File: src/rtl/core/fir_filter_circular_buffer_assert.svh
// Assertion macros shared by the FIR filter modules.
`ifndef FIR_FILTER_CIRCULAR_BUFFER_ASSERT_SVH
`define FIR_FILTER_CIRCULAR_BUFFER_ASSERT_SVH
`ifndef NO_ASSERTIONS
`define FIR_ASSERT_SAME(lbl, clk, rst_n, ante, cons) \
    lbl: assert property (@(posedge clk) disable iff (!(rst_n)) (ante) |-> (cons)) \
        else $error("assertion failed");
`define FIR_ASSERT_NEXT(lbl, clk, rst_n, ante, cons) \
    lbl: assert property (@(posedge clk) disable iff (!(rst_n)) (ante) |=> (cons)) \
        else $error("assertion failed");
`else
`define FIR_ASSERT_SAME(lbl, clk, rst_n, ante, cons)
`define FIR_ASSERT_NEXT(lbl, clk, rst_n, ante, cons)
`endif
`endif

File: src/rtl/core/fircb_pkg.sv
// Shared types and constants of the circular-buffer FIR filter.
package fircb_pkg;

    localparam int DATA_W    = 16;
    localparam int PROD_W    = 32;
    localparam int OUT_W     = 32;
    localparam int CFG_W     = 8;
    localparam int CIDX_W    = 7;
    localparam int FRAC_BITS = 15;

    localparam logic MODE_COEFF  = 1'b0;
    localparam logic MODE_SAMPLE = 1'b1;

    typedef enum logic [1:0] {
        ST_CLEAR,
        ST_IDLE,
        ST_RUN,
        ST_DRAIN
    } t_state;

    // Sequencer to datapath.
    typedef struct packed {
        logic clear;
        logic issue;
        logic load;
    } t_mac_ctl;

    // Datapath to sequencer.
    typedef struct packed {
        logic busy;
        logic out_free;
    } t_mac_sts;

endpackage

File: src/rtl/core/fir_filter_circular_buffer.sv
// Top level of the circular-buffer direct-form FIR filter.
//
//  channel   direction  handshake                 payload
//  input     in         i_in_valid / o_in_stall   i_mode, i_coeff_index, i_coeff_value,
//                                                 i_sample, i_last_sample
//  output    out        o_out_valid / i_out_stall o_filtered, o_last
//  config    in         i_cfg_valid / o_cfg_ready i_cfg_data (tap_count)
//
// An in-range coefficient goes into its memory as it is taken. For a sample transfer, where taps
// is tap_count with zero taken as one and counts above MAX_TAPS taken as MAX_TAPS:
// one shared multiplier walks the taps at one per cycle, fed from the two memories,
// followed by a drain through the product register and accumulator and then the result load.
// After reset a clearing pass zeroes both memories; no input is taken during that time.
// A stalled output holds its result and the next item may still be taken, but its result
// waits until the output register is free.
module fir_filter_circular_buffer #(
    parameter int MAX_TAPS = 128
) (
    input  logic                                i_clk,
    input  logic                                i_rst_n,
    input  logic                                i_in_valid,
    output logic                                o_in_stall,
    input  logic                                i_mode,
    input  logic [fircb_pkg::CIDX_W-1:0]        i_coeff_index,
    input  logic signed [fircb_pkg::DATA_W-1:0] i_coeff_value,
    input  logic signed [fircb_pkg::DATA_W-1:0] i_sample,
    input  logic                                i_last_sample,
    output logic                                o_out_valid,
    input  logic                                i_out_stall,
    output logic signed [fircb_pkg::OUT_W-1:0]  o_filtered,
    output logic                                o_last,
    input  logic                                i_cfg_valid,
    output logic                                o_cfg_ready,
    input  logic [fircb_pkg::CFG_W-1:0]         i_cfg_data
);

    localparam int AW = $clog2(MAX_TAPS);

    fircb_pkg::t_mac_ctl           mac_ctl;
    fircb_pkg::t_mac_sts           mac_sts;
    logic                          coef_we;
    logic [AW-1:0]                 coef_waddr;
    logic [fircb_pkg::DATA_W-1:0]  coef_wdata;
    logic                          dly_we;
    logic [AW-1:0]                 dly_waddr;
    logic [fircb_pkg::DATA_W-1:0]  dly_wdata;
    logic                          rd_en;
    logic [AW-1:0]                 coef_raddr;
    logic [AW-1:0]                 dly_raddr;
    logic [fircb_pkg::DATA_W-1:0]  coef_rdata;
    logic [fircb_pkg::DATA_W-1:0]  dly_rdata;

    fircb_ctrl #(
        .MAX_TAPS (MAX_TAPS)
    ) u_ctrl (
        .i_clk         (i_clk),
        .i_rst_n       (i_rst_n),
        .i_in_valid    (i_in_valid),
        .o_in_stall    (o_in_stall),
        .i_mode        (i_mode),
        .i_coeff_index (i_coeff_index),
        .i_coeff_value (i_coeff_value),
        .i_sample      (i_sample),
        .i_cfg_valid   (i_cfg_valid),
        .o_cfg_ready   (o_cfg_ready),
        .i_cfg_data    (i_cfg_data),
        .i_sts         (mac_sts),
        .o_ctl         (mac_ctl),
        .o_coef_we     (coef_we),
        .o_coef_waddr  (coef_waddr),
        .o_coef_wdata  (coef_wdata),
        .o_dly_we      (dly_we),
        .o_dly_waddr   (dly_waddr),
        .o_dly_wdata   (dly_wdata),
        .o_rd_en       (rd_en),
        .o_coef_raddr  (coef_raddr),
        .o_dly_raddr   (dly_raddr)
    );

    fircb_ram #(
        .DEPTH (MAX_TAPS),
        .WIDTH (fircb_pkg::DATA_W)
    ) u_coef_ram (
        .i_clk   (i_clk),
        .i_we    (coef_we),
        .i_waddr (coef_waddr),
        .i_wdata (coef_wdata),
        .i_re    (rd_en),
        .i_raddr (coef_raddr),
        .o_rdata (coef_rdata)
    );

    fircb_ram #(
        .DEPTH (MAX_TAPS),
        .WIDTH (fircb_pkg::DATA_W)
    ) u_dly_ram (
        .i_clk   (i_clk),
        .i_we    (dly_we),
        .i_waddr (dly_waddr),
        .i_wdata (dly_wdata),
        .i_re    (rd_en),
        .i_raddr (dly_raddr),
        .o_rdata (dly_rdata)
    );

    fircb_mac #(
        .MAX_TAPS (MAX_TAPS)
    ) u_mac (
        .i_clk       (i_clk),
        .i_rst_n     (i_rst_n),
        .i_ctl       (mac_ctl),
        .i_last      (i_last_sample),
        .i_coef      (signed'(coef_rdata)),
        .i_dly       (signed'(dly_rdata)),
        .i_out_stall (i_out_stall),
        .o_sts       (mac_sts),
        .o_out_valid (o_out_valid),
        .o_filtered  (o_filtered),
        .o_last      (o_last)
    );

endmodule

File: src/rtl/core/fircb_ram.sv
// Single-port-write, single-port-read synchronous RAM with registered read data.
module fircb_ram #(
    parameter int DEPTH = 128,
    parameter int WIDTH = 16
) (
    input  logic                     i_clk,
    input  logic                     i_we,
    input  logic [$clog2(DEPTH)-1:0] i_waddr,
    input  logic [WIDTH-1:0]         i_wdata,
    input  logic                     i_re,
    input  logic [$clog2(DEPTH)-1:0] i_raddr,
    output logic [WIDTH-1:0]         o_rdata
);

    logic [WIDTH-1:0] r_mem [DEPTH];
    logic [WIDTH-1:0] r_rdata;

    always_ff @(posedge i_clk) begin
        if (i_we) begin
            r_mem[i_waddr] <= i_wdata;
        end
    end

    always_ff @(posedge i_clk) begin
        if (i_re) begin
            r_rdata <= r_mem[i_raddr];
        end
    end

    assign o_rdata = r_rdata;

endmodule

File: src/rtl/core/fircb_mac.sv
// Multiply-accumulate datapath, output scaling with saturation and the result register.
`include "fir_filter_circular_buffer_assert.svh"
module fircb_mac #(
    parameter int MAX_TAPS = 128
) (
    input  logic                                   i_clk,
    input  logic                                   i_rst_n,
    input  fircb_pkg::t_mac_ctl                    i_ctl,
    input  logic                                   i_last,
    input  logic signed [fircb_pkg::DATA_W-1:0]    i_coef,
    input  logic signed [fircb_pkg::DATA_W-1:0]    i_dly,
    input  logic                                   i_out_stall,
    output fircb_pkg::t_mac_sts                    o_sts,
    output logic                                   o_out_valid,
    output logic signed [fircb_pkg::OUT_W-1:0]     o_filtered,
    output logic                                   o_last
);

    localparam int AW    = $clog2(MAX_TAPS);
    localparam int ACC_W = fircb_pkg::PROD_W + AW;
    localparam logic signed [63:0] Q_MAX = 64'sd2147483647;
    localparam logic signed [63:0] Q_MIN = -64'sd2147483648;

    logic                                r_dvld;
    logic                                r_prod_vld;
    logic signed [fircb_pkg::PROD_W-1:0] r_prod;
    logic signed [ACC_W-1:0]             r_acc;
    logic                                r_last_hold;
    logic                                r_out_valid;
    logic signed [fircb_pkg::OUT_W-1:0]  r_filtered;
    logic                                r_last_out;

    logic signed [63:0]                  acc_ext;
    logic signed [63:0]                  q;
    logic signed [fircb_pkg::OUT_W-1:0]  n_filtered;

    // Read data arrives in the cycle after the address goes out.
    always_ff @(posedge i_clk) begin
        if (!i_rst_n) begin
            r_dvld     <= 1'b0;
            r_prod_vld <= 1'b0;
        end else begin
            r_dvld     <= i_ctl.issue;
            r_prod_vld <= r_dvld;
        end
    end

    always_ff @(posedge i_clk) begin
        if (r_dvld) begin
            r_prod <= i_coef * i_dly;
        end
        if (i_ctl.clear) begin
            r_acc       <= '0;
            r_last_hold <= i_last;
        end else if (r_prod_vld) begin
            r_acc <= r_acc + ACC_W'(r_prod);
        end
    end

    // The arithmetic shift gives floor rounding.
    always_comb begin
        acc_ext = 64'(r_acc);
        q       = acc_ext >>> fircb_pkg::FRAC_BITS;
        if (q > Q_MAX) begin
            n_filtered = Q_MAX[fircb_pkg::OUT_W-1:0];
        end else if (q < Q_MIN) begin
            n_filtered = Q_MIN[fircb_pkg::OUT_W-1:0];
        end else begin
            n_filtered = q[fircb_pkg::OUT_W-1:0];
        end
    end

    always_ff @(posedge i_clk) begin
        if (!i_rst_n) begin
            r_out_valid <= 1'b0;
        end else if (i_ctl.load) begin
            r_out_valid <= 1'b1;
        end else if (!i_out_stall) begin
            r_out_valid <= 1'b0;
        end
    end

    always_ff @(posedge i_clk) begin
        if (i_ctl.load) begin
            r_filtered <= n_filtered;
            r_last_out <= r_last_hold;
        end
    end

    assign o_sts.busy     = r_dvld | r_prod_vld;
    assign o_sts.out_free = !r_out_valid || !i_out_stall;
    assign o_out_valid    = r_out_valid;
    assign o_filtered     = r_filtered;
    assign o_last         = r_last_out;

    `FIR_ASSERT_SAME(a_load_after_drain, i_clk, i_rst_n, i_ctl.load, !r_dvld && !r_prod_vld)
    `FIR_ASSERT_SAME(a_load_slot_free, i_clk, i_rst_n, i_ctl.load, !r_out_valid || !i_out_stall)
    `FIR_ASSERT_SAME(a_prod_follows_data, i_clk, i_rst_n, r_prod_vld, $past(r_dvld))

endmodule

File: src/rtl/core/fircb_ctrl.sv
// Sequencer: tap-count register, clearing pass, item intake, tap address generation and drain.
`include "fir_filter_circular_buffer_assert.svh"
module fircb_ctrl #(
    parameter int MAX_TAPS = 128
) (
    input  logic                                  i_clk,
    input  logic                                  i_rst_n,
    input  logic                                  i_in_valid,
    output logic                                  o_in_stall,
    input  logic                                  i_mode,
    input  logic [fircb_pkg::CIDX_W-1:0]          i_coeff_index,
    input  logic [fircb_pkg::DATA_W-1:0]          i_coeff_value,
    input  logic [fircb_pkg::DATA_W-1:0]          i_sample,
    input  logic                                  i_cfg_valid,
    output logic                                  o_cfg_ready,
    input  logic [fircb_pkg::CFG_W-1:0]           i_cfg_data,
    input  fircb_pkg::t_mac_sts                   i_sts,
    output fircb_pkg::t_mac_ctl                   o_ctl,
    output logic                                  o_coef_we,
    output logic [$clog2(MAX_TAPS)-1:0]           o_coef_waddr,
    output logic [fircb_pkg::DATA_W-1:0]          o_coef_wdata,
    output logic                                  o_dly_we,
    output logic [$clog2(MAX_TAPS)-1:0]           o_dly_waddr,
    output logic [fircb_pkg::DATA_W-1:0]          o_dly_wdata,
    output logic                                  o_rd_en,
    output logic [$clog2(MAX_TAPS)-1:0]           o_coef_raddr,
    output logic [$clog2(MAX_TAPS)-1:0]           o_dly_raddr
);

    localparam int AW = $clog2(MAX_TAPS);
    localparam int TW = AW + 1;
    localparam int CW = (TW > fircb_pkg::CFG_W) ? TW : fircb_pkg::CFG_W;

    fircb_pkg::t_state             r_state, n_state;
    logic [AW-1:0]                 r_clr, n_clr;
    logic [AW-1:0]                 r_pos, n_pos;
    logic [AW-1:0]                 r_base, n_base;
    logic [TW-1:0]                 r_tap, n_tap;
    logic [TW-1:0]                 r_taps, n_taps;
    logic [fircb_pkg::CFG_W-1:0]   r_tap_count;

    logic                          accept;
    logic [CW-1:0]                 cnt_w;
    logic [TW-1:0]                 taps_clamped;
    logic                          coef_in_range;

    always_ff @(posedge i_clk) begin
        if (!i_rst_n) begin
            r_tap_count <= fircb_pkg::CFG_W'(1);
        end else if (i_cfg_valid) begin
            r_tap_count <= i_cfg_data;
        end
    end

    assign o_cfg_ready = 1'b1;

    always_comb begin
        cnt_w = CW'(r_tap_count);
        if (cnt_w == '0) begin
            taps_clamped = TW'(1);
        end else if (cnt_w > CW'(MAX_TAPS)) begin
            taps_clamped = TW'(MAX_TAPS);
        end else begin
            taps_clamped = cnt_w[TW-1:0];
        end
    end

    assign coef_in_range = CW'(i_coeff_index) < CW'(MAX_TAPS);
    assign o_in_stall    = (r_state != fircb_pkg::ST_IDLE);
    assign accept        = i_in_valid && (r_state == fircb_pkg::ST_IDLE);

    always_comb begin
        n_state      = r_state;
        n_clr        = r_clr;
        n_pos        = r_pos;
        n_base       = r_base;
        n_tap        = r_tap;
        n_taps       = r_taps;
        o_ctl        = '0;
        o_coef_we    = 1'b0;
        o_coef_waddr = AW'(i_coeff_index);
        o_coef_wdata = i_coeff_value;
        o_dly_we     = 1'b0;
        o_dly_waddr  = r_pos;
        o_dly_wdata  = i_sample;
        o_rd_en      = 1'b0;
        o_coef_raddr = r_tap[AW-1:0];
        o_dly_raddr  = r_base - r_tap[AW-1:0];
        case (r_state)
            fircb_pkg::ST_CLEAR: begin
                // Both memories are zeroed one entry per cycle after reset.
                o_coef_we    = 1'b1;
                o_coef_waddr = r_clr;
                o_coef_wdata = '0;
                o_dly_we     = 1'b1;
                o_dly_waddr  = r_clr;
                o_dly_wdata  = '0;
                n_clr        = r_clr + AW'(1);
                if (r_clr == '1) begin
                    n_state = fircb_pkg::ST_IDLE;
                end
            end
            fircb_pkg::ST_IDLE: begin
                if (accept) begin
                    if (i_mode == fircb_pkg::MODE_SAMPLE) begin
                        o_dly_we    = 1'b1;
                        o_ctl.clear = 1'b1;
                        n_base      = r_pos;
                        n_pos       = r_pos + AW'(1);
                        n_tap       = '0;
                        n_taps      = taps_clamped;
                        n_state     = fircb_pkg::ST_RUN;
                    end else begin
                        o_coef_we = coef_in_range;
                    end
                end
            end
            fircb_pkg::ST_RUN: begin
                o_rd_en     = 1'b1;
                o_ctl.issue = 1'b1;
                n_tap       = r_tap + TW'(1);
                if (r_tap == r_taps - TW'(1)) begin
                    n_state = fircb_pkg::ST_DRAIN;
                end
            end
            fircb_pkg::ST_DRAIN: begin
                if (!i_sts.busy && i_sts.out_free) begin
                    o_ctl.load = 1'b1;
                    n_state    = fircb_pkg::ST_IDLE;
                end
            end
            default: begin
                n_state = fircb_pkg::ST_IDLE;
            end
        endcase
    end

    always_ff @(posedge i_clk) begin
        if (!i_rst_n) begin
            r_state <= fircb_pkg::ST_CLEAR;
            r_clr   <= '0;
            r_pos   <= '0;
        end else begin
            r_state <= n_state;
            r_clr   <= n_clr;
            r_pos   <= n_pos;
        end
    end

    always_ff @(posedge i_clk) begin
        r_base <= n_base;
        r_tap  <= n_tap;
        r_taps <= n_taps;
    end

    `FIR_ASSERT_NEXT(a_sample_starts_run, i_clk, i_rst_n,
        accept && (i_mode == fircb_pkg::MODE_SAMPLE), r_state == fircb_pkg::ST_RUN)
    `FIR_ASSERT_SAME(a_tap_in_range, i_clk, i_rst_n,
        r_state == fircb_pkg::ST_RUN, (r_tap < r_taps) && (r_taps != '0))
    `FIR_ASSERT_SAME(a_no_write_during_read, i_clk, i_rst_n, o_rd_en, !o_coef_we && !o_dly_we)

endmodule
File: config.mk
export PLATFORM = sky130hd
export DESIGN_NAME = fir_filter_circular_buffer
export DESIGN_NICKNAME = d
export VERILOG_FILES = /design/src/rtl/core/fircb_pkg.sv /design/src/rtl/core/fir_filter_circular_buffer.sv /design/src/rtl/core/fircb_ram.sv /design/src/rtl/core/fircb_mac.sv /design/src/rtl/core/fircb_ctrl.sv
export VERILOG_INCLUDE_DIRS = /design/src /design/src/rtl/core
export SDC_FILE = /design/constraint.sdc
export NUM_CORES = 2
export LEC_CHECK = 0
export BUFFER_PORTS_ARGS = -buffer_cell sky130_fd_sc_hd__buf_2
export CORE_ASPECT_RATIO = 1.75
export CORE_MARGIN = 2
export CORE_UTILIZATION = 41
export CTS_BUF_LIST = sky130_fd_sc_hd__clkbuf_4 sky130_fd_sc_hd__clkbuf_8
export CTS_CLUSTER_SIZE = 12
export DETAILED_ROUTE_END_ITERATION = 8
export RECOVER_POWER = 100
export SLEW_MARGIN = 10
export SYNTH_ARGS = -nofsm -noshare
export SYNTH_HDL_FRONTEND = slang
export SYNTH_SLANG_ARGS = --single-unit
File: constraint.sdc
create_clock -name i_clk -period 15.54 [get_ports i_clk]
set_input_delay 1.554 -clock i_clk [delete_from_list [all_inputs] [get_ports i_clk]]
set_output_delay 1.554 -clock i_clk [all_outputs]
set_load 0.03 [all_outputs]
==> flow_summary.ini <==
[clock_tree]
cts_buffers = 614
holdBufCountCts = 0
clk-insertion-delay-late_ps = 1150
cts_setup_buffers = 0
root_buffer = clkbuf_8
cts_resized = 0
clockBufferDepth = 4
clk_pin_slew_worst_paths_ps = 70
cts_tree = done
htreeDepth = 6
cts_num_sinks = 4276

[pwr]
power_density_nw_per_um2 = 152
clkPwrFrac_pct = 29.5
internal_power_mw = 20.9
p_comb_share_pct = 23.3
p_seq_share_pct = 47.2
p_switching_mw = 8.81
switching_share_pct = 29.7
ir_worst_vdd_v = 0.000201
leakagePower_nw = 62.9

[synth]
synth_edf_count = 4210
seq_area_frac_synth_pct = 72.9
syn_nets = 8600
ys_top_cells_by_area = edfxtp_1 (72%), mux4_2 (17%), fa_1 (3.0%), ha_1 (0.96%), nor2_1 (0.82%)
netlist_area_um2 = 175000
synthFlopType = edfxtp_1
async_flop_share_pct = 0
avgSynthCellArea_um2 = 21.5
syn_inst = 8147
yosysTopAreaCell = edfxtp_1
yosys_warnings = 0
synth-seq-cells = 4276
synth_top_area_share_pct = 72.1
synth.distinct_cells = 79

[final_layout]
num-nets-final = 9296
seqCellArea_um2 = 128000
syn_to_final_growth_pct = 11.3
fillers = 35500
final_common_cell = edfxtp_1
fin_util_pct = 45.8
multi_input_area_um2 = 44900
fin_cells = 15000
mostFrequentLayoutCells = edfxtp_1 (4210), mux4_2 (1312), clkbuf_8 (630)
layout-drive-gt1-share_pct = 26.4

[timing]
tightest_slew_ps = 5140
hold_ws_ps = 425
rsz0062_at_grt = false
fin_crit_ps = 11040
slew_headroom_pct = -243
tns_ps = 0
final.setup_skew_ps = 99.9
fmax_mhz = 90.6
min_period_over_period_pct = 71.0
hold_viol_final = 0
slew_viol_final = 5416
setup_viol_count_final = 0
final.setup.worst_slack_ps = 4500

[min_path]
hp-class = flop to flop
worstHoldEndpoint = u_mac.o_last$_DFFE_PP_
whs_path_depth = 0
hp-start = u_mac.r_last_hold$_DFFE_PP_

[critical_path]
crit_start = u_ctrl.r_tap[1]$_SDFFCE_PN0P_
path_class = flop to flop
r2r-end = u_dly_ram.o_rdata[7]$_DFFE_PP_
worst_setup_path_start_kind = flop
critPathArrivalTime_ps = 11640
r2r_cells = 10
r2r_start = u_ctrl.r_tap[1]$_SDFFCE_PN0P_
r2r_slack_ps = 4500
crit_fanout = 62
cp-end-kind = flop
required_ps = 16150

[global_route]
antenna_found_initial = 45
grt_pass1_vias = 89900
grt_max_degree = 131
grt_pass1_wl_mm = 657
busiest_layer = met2
grt_usage_pct = 21.2
met3_usage_pct = 3.15
grtUsageMet1_pct = 24.2
globalRouteMet2Util_pct = 39.3
gr-total-overflow = 0

[outcome]
violations = max-capacitance violations, max-slew violations
status = finished with violations

[placed_design]
dp_slack_ps = 8060
port_buffers = 88
dp_hpwl_mm = 290
place_inst = 13800
gp_congestion = 0.825

[floorplan]
rows = 317
die_area_um2 = 433000
die_w_um = 498
design.portCount = 90
fp.dieH_um = 869
coreArea_um2 = 426000
floorplan.initialDensity_pct = 41.2

[routing]
viasPerCell = 5.64
drt_iter0_markers = 8066
drt-total-wl_mm = 462
antenna_left = 0
drtPass1Iterations = 6
post-route-drc-count = 0
wl_per_cell_um = 30.8
vias = 84500

[flow_run]
maxCapViolations = 130
[routing by layer]
| layer | share of wire, % | routed length, um | vias up |
|---|---|---|---|
| met4 | 4.5 | 20800 | 16 |
| met3 | 5.6 | 26000 | 884 |
| met5 | 0.022 | 103 | - |
| li1 | - | - | 34800 |
| met2 | 55 | 252000 | 3098 |
| met1 | 35 | 163000 | 45800 |
[state kept, by name (all words and copies together) (netlist names), 2 cells and up]
name and flops:
u_coef_ram.o_rdata 16, u_coef_ram.r_mem 2048, u_ctrl.cnt_w 8, u_ctrl.r_base 7
u_ctrl.r_clr 7, u_ctrl.r_pos 7, u_ctrl.r_state 2, u_ctrl.r_tap 8
u_ctrl.r_taps 8, u_dly_ram.o_rdata 16, u_dly_ram.r_mem 2048, u_mac.o_filtered 25
u_mac.r_acc 39, u_mac.r_prod 32
[area by class of cell]
class | instances | share of cell area [%]
clock buffer | 819 | 5.17
timing repair buffer | 499 | 1.17
clock inverter | 255 | 0.842
antenna | 105 | 0.135
sequential | 4276 | 65.5
tap | 5582 | 3.58
multi-input combinational | 3136 | 23.0
inverter | 316 | 0.612
[kinds of logic (layout without fill, tap and decap cells)]
family	after synthesis	count (layout)	share of synthesized area, %
buf+inv	735	1889	1.63
other cells	1	106	0.00214
mux	1423	1423	17.5
simple gates	921	921	2.40
compound gates	306	306	1.13
xor+xnor	86	86	0.430
flops	4276	4276	72.9
fa+ha+maj	399	399	3.98
[cell usage after synthesis, types with 5 or more instances]
master,count
xnor2_1,59
clkbuf_1,276
o31ai_1,10
or3_1,9
nand3_1,32
nand2b_1,19
a21oi_1,86
dfxtp_1,66
o21ai_0,70
a21boi_0,8
nand2_1,229
a21o_1,27
nor3_1,22
mux4_2,1312
o21a_1,15
and3_1,9
nor4_1,6
mux2i_1,62
ha_1,135
inv_1,312
nor2b_1,45
o21bai_1,7
buf_1,102
buf_2,27
fa_1,264
nand4_1,9
o211ai_1,22
nor2_1,385
buf_4,11
nand3b_1,5
and2_1,131
a211oi_1,20
mux2_2,49
xor2_1,27
edfxtp_1,4210
[power by group through the flow]
| stage | Sequential (mW) | Combinational [mW] | Clock, mW |
|---|---|---|---|
| global route | 14.0 | 7.51 | 9.41 |
| CTS | 13.9 | 7.08 | 8.97 |
| detailed placement | 14.1 | 7.06 | 0 |
| floorplan | 14.1 | 4.47 | 0 |
| finish | 14.0 | 6.91 | 8.75 |
| global placement | 14.1 | 6.93 | 0 |
[per-stage QoR]
step,instance area [um^2],total power [mW]
final,195000,29.7
after global routing,195000,31.0
after CTS,196000,29.9
after detailed placement,185000,21.2
after global placement,184000,21.0
after floorplan,175000,18.6
[critical path: stages (launching register included)]
cell and delay (ps):
edfxtp_1 830, inv_1 210, fa_4 1280, buf_4 800
clkbuf_1 1620, clkbuf_1 2990, mux4_2 710, mux4_2 290
mux2_2 190, a21oi_1 70, o21ai_0 1340
[worst max path at each step]
stage	cells after the start	slack, ps	endpoint
after CTS	20	7970	u_mac.r_prod[31]$_DFFE_PP_
after global routing	10	4190	u_dly_ram.o_rdata[7]$_DFFE_PP_
after global placement	20	8060	u_mac.r_prod[30]$_DFFE_PP_
after floorplan	21	9430	u_mac.r_prod[29]$_DFFE_PP_
after detailed placement	20	8060	u_mac.r_prod[31]$_DFFE_PP_
final	10	4500	u_dly_ram.o_rdata[7]$_DFFE_PP_
No activity file was read; power rests on OpenSTA's default activity.
